## config.mk

```make
export PLATFORM = sky130hd
export DESIGN_NAME = ready_queue_priority_scheduler_unit
export DESIGN_NICKNAME = d
export VERILOG_FILES = /design/src/rtl/rqps_pkg.sv /design/src/rtl/rqps_ram.sv /design/src/rtl/rqps_ctrl.sv /design/src/rtl/ready_queue_priority_scheduler_unit.sv
export SDC_FILE = /design/constraint.sdc
export NUM_CORES = 2
export LEC_CHECK = 0
export ABC_AREA = 0
export BUFFER_PORTS_ARGS = -buffer_cell sky130_fd_sc_hd__buf_4
export CORE_ASPECT_RATIO = 1.1
export CORE_MARGIN = 5
export CORE_UTILIZATION = 35
export DETAILED_ROUTE_END_ITERATION = 12
export PLACE_DENSITY = 0.46
export SLEW_MARGIN = 20
export SYNTH_ARGS = -nofsm -noshare
export SYNTH_HDL_FRONTEND = slang
export SYNTH_SLANG_ARGS = --single-unit
```

## constraint.sdc

```tcl
create_clock -name clk -period 7.2 [get_ports clk]
set_input_delay 0.72 -clock clk [delete_from_list [all_inputs] [get_ports clk]]
set_output_delay 0.72 -clock clk [all_outputs]
set_load 0.03 [all_outputs]
```

## src/rtl/rqps_pkg.sv

```systemverilog
package rqps_pkg;
    localparam int QUEUE_DEPTH = 16;
    localparam int IDX_W = $clog2(QUEUE_DEPTH);
    localparam int CNT_W = $clog2(QUEUE_DEPTH + 1);
    localparam int SUM_W = CNT_W + 16;

    typedef enum logic [2:0] {
        OP_APPEND    = 3'd0,
        OP_INSERT    = 3'd1,
        OP_POP_FRONT = 3'd2,
        OP_POP_REAR  = 3'd3,
        OP_PEEK_FRONT = 3'd4,
        OP_PEEK_REAR = 3'd5,
        OP_TICK      = 3'd6,
        OP_NONE      = 3'd7
    } opcode_t;

    localparam logic [1:0] ST_OK    = 2'd0;
    localparam logic [1:0] ST_EMPTY = 2'd1;
    localparam logic [1:0] ST_FULL  = 2'd2;

    typedef struct packed {
        logic [7:0]  task_id;
        logic [7:0]  priority_val;
        logic [15:0] arrival;
        logic [15:0] run_left;
        logic [15:0] waited;
    } entry_t;

    localparam int ENTRY_W = $bits(entry_t);

    typedef struct packed {
        logic             rd_en;
        logic [IDX_W-1:0] rd_addr;
        logic             wr_en;
        logic [IDX_W-1:0] wr_addr;
    } mem_ctl_t;
endpackage

```

## src/rtl/rqps_ram.sv

```systemverilog
module rqps_ram #(
    parameter int DEPTH = 16,
    parameter int WIDTH = 64
) (
    input  logic                     clk,
    input  logic                     rd_en,
    input  logic [$clog2(DEPTH)-1:0] rd_addr,
    output logic [WIDTH-1:0]         rd_data,
    input  logic                     wr_en,
    input  logic [$clog2(DEPTH)-1:0] wr_addr,
    input  logic [WIDTH-1:0]         wr_data
);
    logic [WIDTH-1:0] mem [DEPTH];

    always_ff @(posedge clk)
    begin
        if (wr_en)
        begin
            mem[wr_addr] <= wr_data;
        end
        if (rd_en)
        begin
            rd_data <= mem[rd_addr];
        end
    end
endmodule

```

## src/rtl/rqps_ctrl.sv

```systemverilog
module rqps_ctrl (
    input  logic                        clk,
    input  logic                        rst_n,
    input  logic                        start,
    output logic                        busy,
    input  logic [2:0]                  opcode,
    input  logic [7:0]                  task_id,
    input  logic [7:0]                  task_priority,
    input  logic [15:0]                 arrival_time,
    input  logic [15:0]                 run_time_left,
    output rqps_pkg::mem_ctl_t          mem_ctl,
    output rqps_pkg::entry_t            wr_data,
    input  rqps_pkg::entry_t            rd_data,
    output logic                        done,
    output logic [1:0]                  status,
    output rqps_pkg::entry_t            out_entry,
    output logic [4:0]                  entry_count,
    output logic [19:0]                 sum_run_time_left
);
    import rqps_pkg::*;

    typedef enum logic [5:0] {
        S_IDLE   = 6'b000001,
        S_SCAN   = 6'b000010,
        S_SHIFT  = 6'b000100,
        S_TICK   = 6'b001000,
        S_REPORT = 6'b010000,
        S_DONE   = 6'b100000
    } state_t;

    state_t state_reg, state_next;
    logic [2:0] op_reg, op_next;
    entry_t new_reg, new_next;
    logic [CNT_W-1:0] occ_reg, occ_next;
    logic [SUM_W-1:0] sum_reg, sum_next;
    logic [CNT_W-1:0] idx_reg, idx_next;
    logic [CNT_W-1:0] pos_reg, pos_next;
    logic rd_pend_reg, rd_pend_next;
    logic [1:0] status_reg, status_next;
    entry_t out_reg, out_next;
    logic done_reg, done_next;
    logic key_gt;

    assign key_gt = (rd_data.priority_val > new_reg.priority_val) ||
                    ((rd_data.priority_val == new_reg.priority_val) &&
                     (rd_data.arrival > new_reg.arrival));

    always_ff @(posedge clk or negedge rst_n)
    begin
        if (!rst_n)
        begin
            state_reg   <= S_IDLE;
            occ_reg     <= '0;
            sum_reg     <= '0;
            done_reg    <= 1'b0;
            rd_pend_reg <= 1'b0;
        end
        else
        begin
            state_reg   <= state_next;
            occ_reg     <= occ_next;
            sum_reg     <= sum_next;
            done_reg    <= done_next;
            rd_pend_reg <= rd_pend_next;
        end
    end

    always_ff @(posedge clk)
    begin
        op_reg     <= op_next;
        new_reg    <= new_next;
        idx_reg    <= idx_next;
        pos_reg    <= pos_next;
        status_reg <= status_next;
        out_reg    <= out_next;
    end

    always_comb
    begin
        state_next   = state_reg;
        op_next      = op_reg;
        new_next     = new_reg;
        occ_next     = occ_reg;
        sum_next     = sum_reg;
        idx_next     = idx_reg;
        pos_next     = pos_reg;
        rd_pend_next = 1'b0;
        status_next  = status_reg;
        out_next     = out_reg;
        done_next    = 1'b0;
        mem_ctl      = '0;
        wr_data      = rd_data;
        case (state_reg)
            S_IDLE:
            begin
                if (start)
                begin
                    op_next = opcode;
                    new_next.task_id = task_id;
                    new_next.priority_val = task_priority;
                    new_next.arrival = arrival_time;
                    new_next.run_left = run_time_left;
                    new_next.waited = '0;
                    status_next = ST_OK;
                    out_next = '0;
                    case (opcode)
                        OP_APPEND, OP_INSERT:
                        begin
                            if (occ_reg == CNT_W'(QUEUE_DEPTH))
                            begin
                                status_next = ST_FULL;
                                state_next = S_DONE;
                            end
                            else if (opcode == OP_APPEND || occ_reg == '0)
                            begin
                                pos_next = occ_reg;
                                idx_next = occ_reg;
                                state_next = S_SHIFT;
                            end
                            else
                            begin
                                idx_next = '0;
                                pos_next = occ_reg;
                                mem_ctl.rd_en = 1'b1;
                                mem_ctl.rd_addr = '0;
                                rd_pend_next = 1'b1;
                                state_next = S_SCAN;
                            end
                        end
                        OP_POP_FRONT, OP_POP_REAR, OP_PEEK_FRONT, OP_PEEK_REAR:
                        begin
                            if (occ_reg == '0)
                            begin
                                status_next = ST_EMPTY;
                                state_next = S_DONE;
                            end
                            else
                            begin
                                mem_ctl.rd_en = 1'b1;
                                if (opcode == OP_POP_REAR || opcode == OP_PEEK_REAR)
                                begin
                                    mem_ctl.rd_addr = IDX_W'(occ_reg - 1'b1);
                                end
                                else
                                begin
                                    mem_ctl.rd_addr = '0;
                                end
                                idx_next = '0;
                                state_next = S_REPORT;
                            end
                        end
                        OP_TICK:
                        begin
                            if (occ_reg == '0)
                            begin
                                state_next = S_DONE;
                            end
                            else
                            begin
                                idx_next = '0;
                                mem_ctl.rd_en = 1'b1;
                                mem_ctl.rd_addr = '0;
                                rd_pend_next = 1'b1;
                                state_next = S_TICK;
                            end
                        end
                        default:
                        begin
                            state_next = S_DONE;
                        end
                    endcase
                end
            end
            S_SCAN:
            begin
                if (key_gt)
                begin
                    pos_next = idx_reg;
                    idx_next = occ_reg;
                    state_next = S_SHIFT;
                end
                else if (idx_reg + 1'b1 == occ_reg)
                begin
                    idx_next = occ_reg;
                    state_next = S_SHIFT;
                end
                else
                begin
                    idx_next = idx_reg + 1'b1;
                    mem_ctl.rd_en = 1'b1;
                    mem_ctl.rd_addr = IDX_W'(idx_reg + 1'b1);
                    rd_pend_next = 1'b1;
                end
            end
            S_SHIFT:
            begin
                // idx walks down from occupancy; read idx-1, then write idx
                if (rd_pend_reg)
                begin
                    mem_ctl.wr_en = 1'b1;
                    mem_ctl.wr_addr = IDX_W'(idx_reg);
                    wr_data = rd_data;
                    idx_next = idx_reg - 1'b1;
                end
                else if (idx_reg == pos_reg)
                begin
                    mem_ctl.wr_en = 1'b1;
                    mem_ctl.wr_addr = IDX_W'(idx_reg);
                    wr_data = new_reg;
                    occ_next = occ_reg + 1'b1;
                    sum_next = sum_reg + SUM_W'(new_reg.run_left);
                    state_next = S_DONE;
                end
                else
                begin
                    mem_ctl.rd_en = 1'b1;
                    mem_ctl.rd_addr = IDX_W'(idx_reg - 1'b1);
                    rd_pend_next = 1'b1;
                end
            end
            S_TICK:
            begin
                if (rd_pend_reg)
                begin
                    mem_ctl.wr_en = 1'b1;
                    mem_ctl.wr_addr = IDX_W'(idx_reg);
                    wr_data = rd_data;
                    if (rd_data.waited != 16'hFFFF)
                    begin
                        wr_data.waited = rd_data.waited + 16'd1;
                    end
                    if (idx_reg + 1'b1 == occ_reg)
                    begin
                        state_next = S_DONE;
                    end
                    else
                    begin
                        idx_next = idx_reg + 1'b1;
                    end
                end
                else
                begin
                    mem_ctl.rd_en = 1'b1;
                    mem_ctl.rd_addr = IDX_W'(idx_reg);
                    rd_pend_next = 1'b1;
                end
            end
            S_REPORT:
            begin
                // idx 0: capture report; pop front then moves slots down
                if (idx_reg == '0)
                begin
                    out_next = rd_data;
                    if (op_reg == OP_POP_FRONT)
                    begin
                        occ_next = occ_reg - 1'b1;
                        sum_next = sum_reg - SUM_W'(rd_data.run_left);
                        if (occ_reg == CNT_W'(1))
                        begin
                            state_next = S_DONE;
                        end
                        else
                        begin
                            idx_next = CNT_W'(1);
                            mem_ctl.rd_en = 1'b1;
                            mem_ctl.rd_addr = IDX_W'(1);
                            rd_pend_next = 1'b1;
                        end
                    end
                    else
                    begin
                        if (op_reg == OP_POP_REAR)
                        begin
                            occ_next = occ_reg - 1'b1;
                            sum_next = sum_reg - SUM_W'(rd_data.run_left);
                        end
                        state_next = S_DONE;
                    end
                end
                else if (rd_pend_reg)
                begin
                    mem_ctl.wr_en = 1'b1;
                    mem_ctl.wr_addr = IDX_W'(idx_reg - 1'b1);
                    wr_data = rd_data;
                    if (idx_reg == occ_reg)
                    begin
                        state_next = S_DONE;
                    end
                    else
                    begin
                        idx_next = idx_reg + 1'b1;
                    end
                end
                else
                begin
                    mem_ctl.rd_en = 1'b1;
                    mem_ctl.rd_addr = IDX_W'(idx_reg);
                    rd_pend_next = 1'b1;
                end
            end
            S_DONE:
            begin
                done_next = 1'b1;
                state_next = S_IDLE;
            end
            default:
            begin
                state_next = S_IDLE;
            end
        endcase
    end

    assign busy = (state_reg != S_IDLE);
    assign done = done_reg;
    assign status = status_reg;
    assign out_entry = out_reg;
    assign entry_count = 5'(occ_reg);
    assign sum_run_time_left = 20'(sum_reg);
endmodule

```

## src/rtl/ready_queue_priority_scheduler_unit.sv

```systemverilog
// Ready queue of up to 16 entries kept in one synchronous RAM, one
// slot per entry, front at slot 0. An item is taken at the edge where start is
// high and busy is low. Its result is shown for one cycle with done high and
// cannot be held off. Full, empty and unused opcodes, and a tick on an empty
// queue, finish without touching the RAM. Append writes at the rear slot. An
// insert scans one slot a cycle for its place in priority order and then
// shifts each later slot with a read and then a write. Pop front moves each
// later slot down the same way, and a tick reads and rewrites every slot.
// All of it runs through the single RAM port pair.
module ready_queue_priority_scheduler_unit (
    input  logic        clk,
    input  logic        rst_n,
    input  logic        start,
    output logic        busy,
    input  logic [2:0]  opcode,
    input  logic [7:0]  task_id,
    input  logic [7:0]  task_priority,
    input  logic [15:0] arrival_time,
    input  logic [15:0] run_time_left,
    output logic        done,
    output logic [1:0]  status,
    output logic [7:0]  out_task_id,
    output logic [7:0]  out_priority,
    output logic [15:0] out_arrival,
    output logic [15:0] out_run_time_left,
    output logic [15:0] out_waited,
    output logic [4:0]  entry_count,
    output logic [19:0] sum_run_time_left
);
    import rqps_pkg::*;

    mem_ctl_t mem_ctl;
    entry_t wr_data, rd_data, out_entry;

    rqps_ctrl u_ctrl (
        .clk, .rst_n, .start, .busy, .opcode, .task_id, .task_priority,
        .arrival_time, .run_time_left, .mem_ctl, .wr_data, .rd_data, .done,
        .status, .out_entry, .entry_count, .sum_run_time_left
    );

    rqps_ram #(.DEPTH(QUEUE_DEPTH), .WIDTH(ENTRY_W)) u_ram (
        .clk,
        .rd_en   (mem_ctl.rd_en),
        .rd_addr (mem_ctl.rd_addr),
        .rd_data (rd_data),
        .wr_en   (mem_ctl.wr_en),
        .wr_addr (mem_ctl.wr_addr),
        .wr_data (wr_data)
    );

    assign out_task_id = out_entry.task_id;
    assign out_priority = out_entry.priority_val;
    assign out_arrival = out_entry.arrival;
    assign out_run_time_left = out_entry.run_left;
    assign out_waited = out_entry.waited;
endmodule

```

==> flow_summary.toml <==
[status]
outcome = "completed"

[setup_path]
worstSetupPathType = "flip-flop to flip-flop"
required_ns = 7.82
path_common_cell = "o21ai_0"
r2r_slack_ns = 1.72
max_stage_delay_ns = 0.59
cp-startpoint = "u_ctrl.state_reg[3]"
worst-path-buf-inv = 1
crit_chain = "or4_4 > nor3b_4 > and2_1 > a21o_1 > ha_1 > inv_1 > fa_1 > a21o_1 > a21oi_1 > o21ai_0 > o41ai_1 > o21ai_0 > o41a_1 > a41o_1 > o41ai_1 > xor2_1 > o21ai_0"
reg2reg_depth = 17
crit_arrival_ns = 6.10
endpoint_kind = "flip-flop"
critPathMaxFanout = 18
r2r-start = "u_ctrl.state_reg[3]"
cpMaxStageDelayCell = "or4_4"
startpoint_type = "flip-flop"
timing.rr.end = "u_ctrl.sum_reg[18]"
crit_family = "compound AO/OA/AOI/OAI gates"

[placed_design]
dp_hpwl_um = 75830
globalplace.congestion = 0.7826
port_buffers = 146

[synth]
synthFlopType = "edfxtp_1"
ys.warnings.count = 0
synth_edf_count = 1215
synth.distinct_cells = 75
synth_area_per_cell_sq_um = 15.50
synth-async-reset-ratio = 0.02644
syn_area_sq_mm = 0.05166
syn_nets = 3437
synth-seq-cells = 1248
syn_inst = 3332
synth.yosys.seq_area_share = 0.7223

[routing]
route.detailed.drc = 0
drt_iter0_markers = 2477
routed_wl_um = 139600
vias_per_cell = 5.239
num_vias = 29129
ant_nets = 0
wire_per_inst_um = 25.10
dr.pass1.iters = 7

[timing]
rsz0062_at_grt = "false"
worst_pin_slew_ns = 1.060
drv_slew = 0
min_period_ns = 5.482
whs_ns = 0.1288
setup_viol = 0
hold_viol = 0
relSlewSlack = 0.2933
final.setup.tns_ns = 0
timing.final.crit_share = 0.7614
skew_ns = 0.03973
fmax_mhz = 182.4

[grt]
grt_usage = 0.1763
grt_pass1_vias = 28997
grt_overflow = 0
grt_pass1_wl_um = 202800
grt_max_degree = 103
antenna_found_initial = 5

[power]
p_int_mw = 15.14
fin_total_pwr_mw = 22.41
power.share.clock = 0.299
vdd_drop_max_uv = 376.0
cellPowerDensity_mw_per_mm2 = 376.0
p_sw_frac = 0.3244
power.switching_mw = 7.268
p_leak_nw = 22.26
p_comb_frac = 0.281
p_seq_frac = 0.420

[min_path]
holdCritStartpoint = "run_time_left[0]"
min_to = "u_ctrl.new_reg[16]"
hold_path_class = "input pin to flip-flop"
whs_path_depth = 1

[clock_network]
insertion_delay_ns = 0.77
htreeDepth = 4
cts_tree = "done"
clock-sinks = 1248
root_buffer = "clkbuf_16"
clk_path_buf_depth = 3
clkTransAtPathRegs_ns = 0.06
cts_buffers = 138

[layout]
area_growth_pct = 15.37
fill_cells = 13509
largest_register_ffs = 1024
multiInputGateArea_sq_mm = 0.01347
drive_gt1_frac = 0.1397
layout.nets = 3618
largest-register = "u_ram.mem"
seqCellArea_sq_mm = 0.03731
postLayoutCoreUtil = 0.4071

[floorplan]
ios = 147
core_region_area_sq_mm = 0.1464
num_rows = 147
dieArea_sq_mm = 0.1554
die_h_um = 412.9
dieWidth_um = 376.3
initial_core_util = 0.3529

[job]
maxCapViolCount = 0
[power groups by stage]
stage          clock (mW)  sequential, mW  combinational (mW)
6_report             6.70            9.40                6.30
5_1_grt              7.20            9.45                6.84
4_1_cts              6.89            9.40                6.40
3_5_place_dp            0            9.55                6.37
3_3_place_gp            0            9.55                6.38
2_1_floorplan           0            9.65                4.10
[what timing repair did]
item | 4_1_cts | 5_1_grt
hold buffers | 1 | 0
buffers inserted | 0 | 0
hold endpoints to repair | 32 | 0
gates resized for setup | 0 | 0
[area by class of cell]
type	count	share of cell area
sequential	1248	0.6260
multi-input combinational	1844	0.2259
clock buffer	182	0.06250
tap	1937	0.04066
timing repair buffer	233	0.03317
clock inverter	66	0.008565
inverter	48	0.003044
antenna	2	0.00008397
[worst max-delay path by stage]
stage | slack [ns] | cells past startpoint | to
floorplan | 0.42 | 8 | u_ram.rd_data[0]
global placement | 1.71 | 13 | u_ram.rd_data[41]
detailed placement | 1.76 | 17 | u_ctrl.sum_reg[18]
CTS | 1.71 | 17 | u_ctrl.sum_reg[18]
global route | 1.46 | 17 | u_ctrl.sum_reg[18]
finish | 1.72 | 17 | u_ctrl.sum_reg[18]
[stage by stage]
stage / cells / area, sq um / setup slack [ns]
global route: 5558 / 59590 / 1.458
detailed placement: 5309 / 55340 / 1.765
finish: 5560 / 59600 / 1.718
floorplan: 3332 / 51660 / 0.4235
CTS: 5558 / 59580 / 1.709
global placement: 5308 / 55330 / 1.711
[placed cells by master, fill, tap and decap left out, types with 5 or more instances in the layout]
cell,n
edfxtp_1,1215
mux2i_1,387
nand2_1,330
buf_4,214
and2_1,192
clkbuf_16,143
a31oi_1,135
a211oi_1,130
a21oi_1,68
o21ai_0,66
a221o_1,65
a22o_1,64
mux2_2,50
ha_1,50
inv_1,46
nor2_1,44
clkbuf_1,39
clkinv_1,32
dfrtp_1,32
xnor2_1,30
nand3_1,25
xor2_1,21
nor2_4,21
nor3_1,19
clkinv_2,19
buf_12,18
nand2b_1,15
nand4_1,14
nor4_1,8
or3_1,8
o31ai_1,7
o211ai_1,7
nor2b_1,7
bufinv_16,6
a21o_1,5
[synth_stat cells (21+ instances only)]
library cell	count	area share
dfrtp_1	32	0.016
mux2_2	50	0.011
a31oi_1	135	0.016
nor2_1	66	0.0048
mux2i_1	387	0.075
inv_1	47	0.0034
o21ai_0	69	0.0067
clkbuf_1	113	0.0082
ha_1	50	0.012
a22o_1	64	0.011
a211oi_1	131	0.019
a21oi_1	69	0.0067
xnor2_1	30	0.0051
buf_2	54	0.0052
nand3_1	25	0.0024
edfxtp_1	1215	0.71
and2_1	192	0.023
xor2_1	21	0.0036
nand2_1	331	0.024
a221o_1	65	0.013
[cell families after synthesis]
group | count (synthesis) | synth area share
AND/OR/NAND/NOR | 711 | 0.06733
XOR/XNOR | 51 | 0.008646
AO/OA/AOI/OAI | 594 | 0.08174
buffers and inverters | 240 | 0.02165
flip-flops | 1248 | 0.7223
multiplexers | 437 | 0.08588
adder cells (fa/ha/maj) | 51 | 0.01250
[per-layer routing]
| metal | global-route usage | wire length, um |
|---|---|---|
| met1 | 0.2555 | 65530 |
| met3 | 0.03136 | 7574 |
| met2 | 0.2765 | 63810 |
| met4 | 0.04328 | 2661 |
| met5 | 0 | 0 |
(Power assumes the default switching activity.)
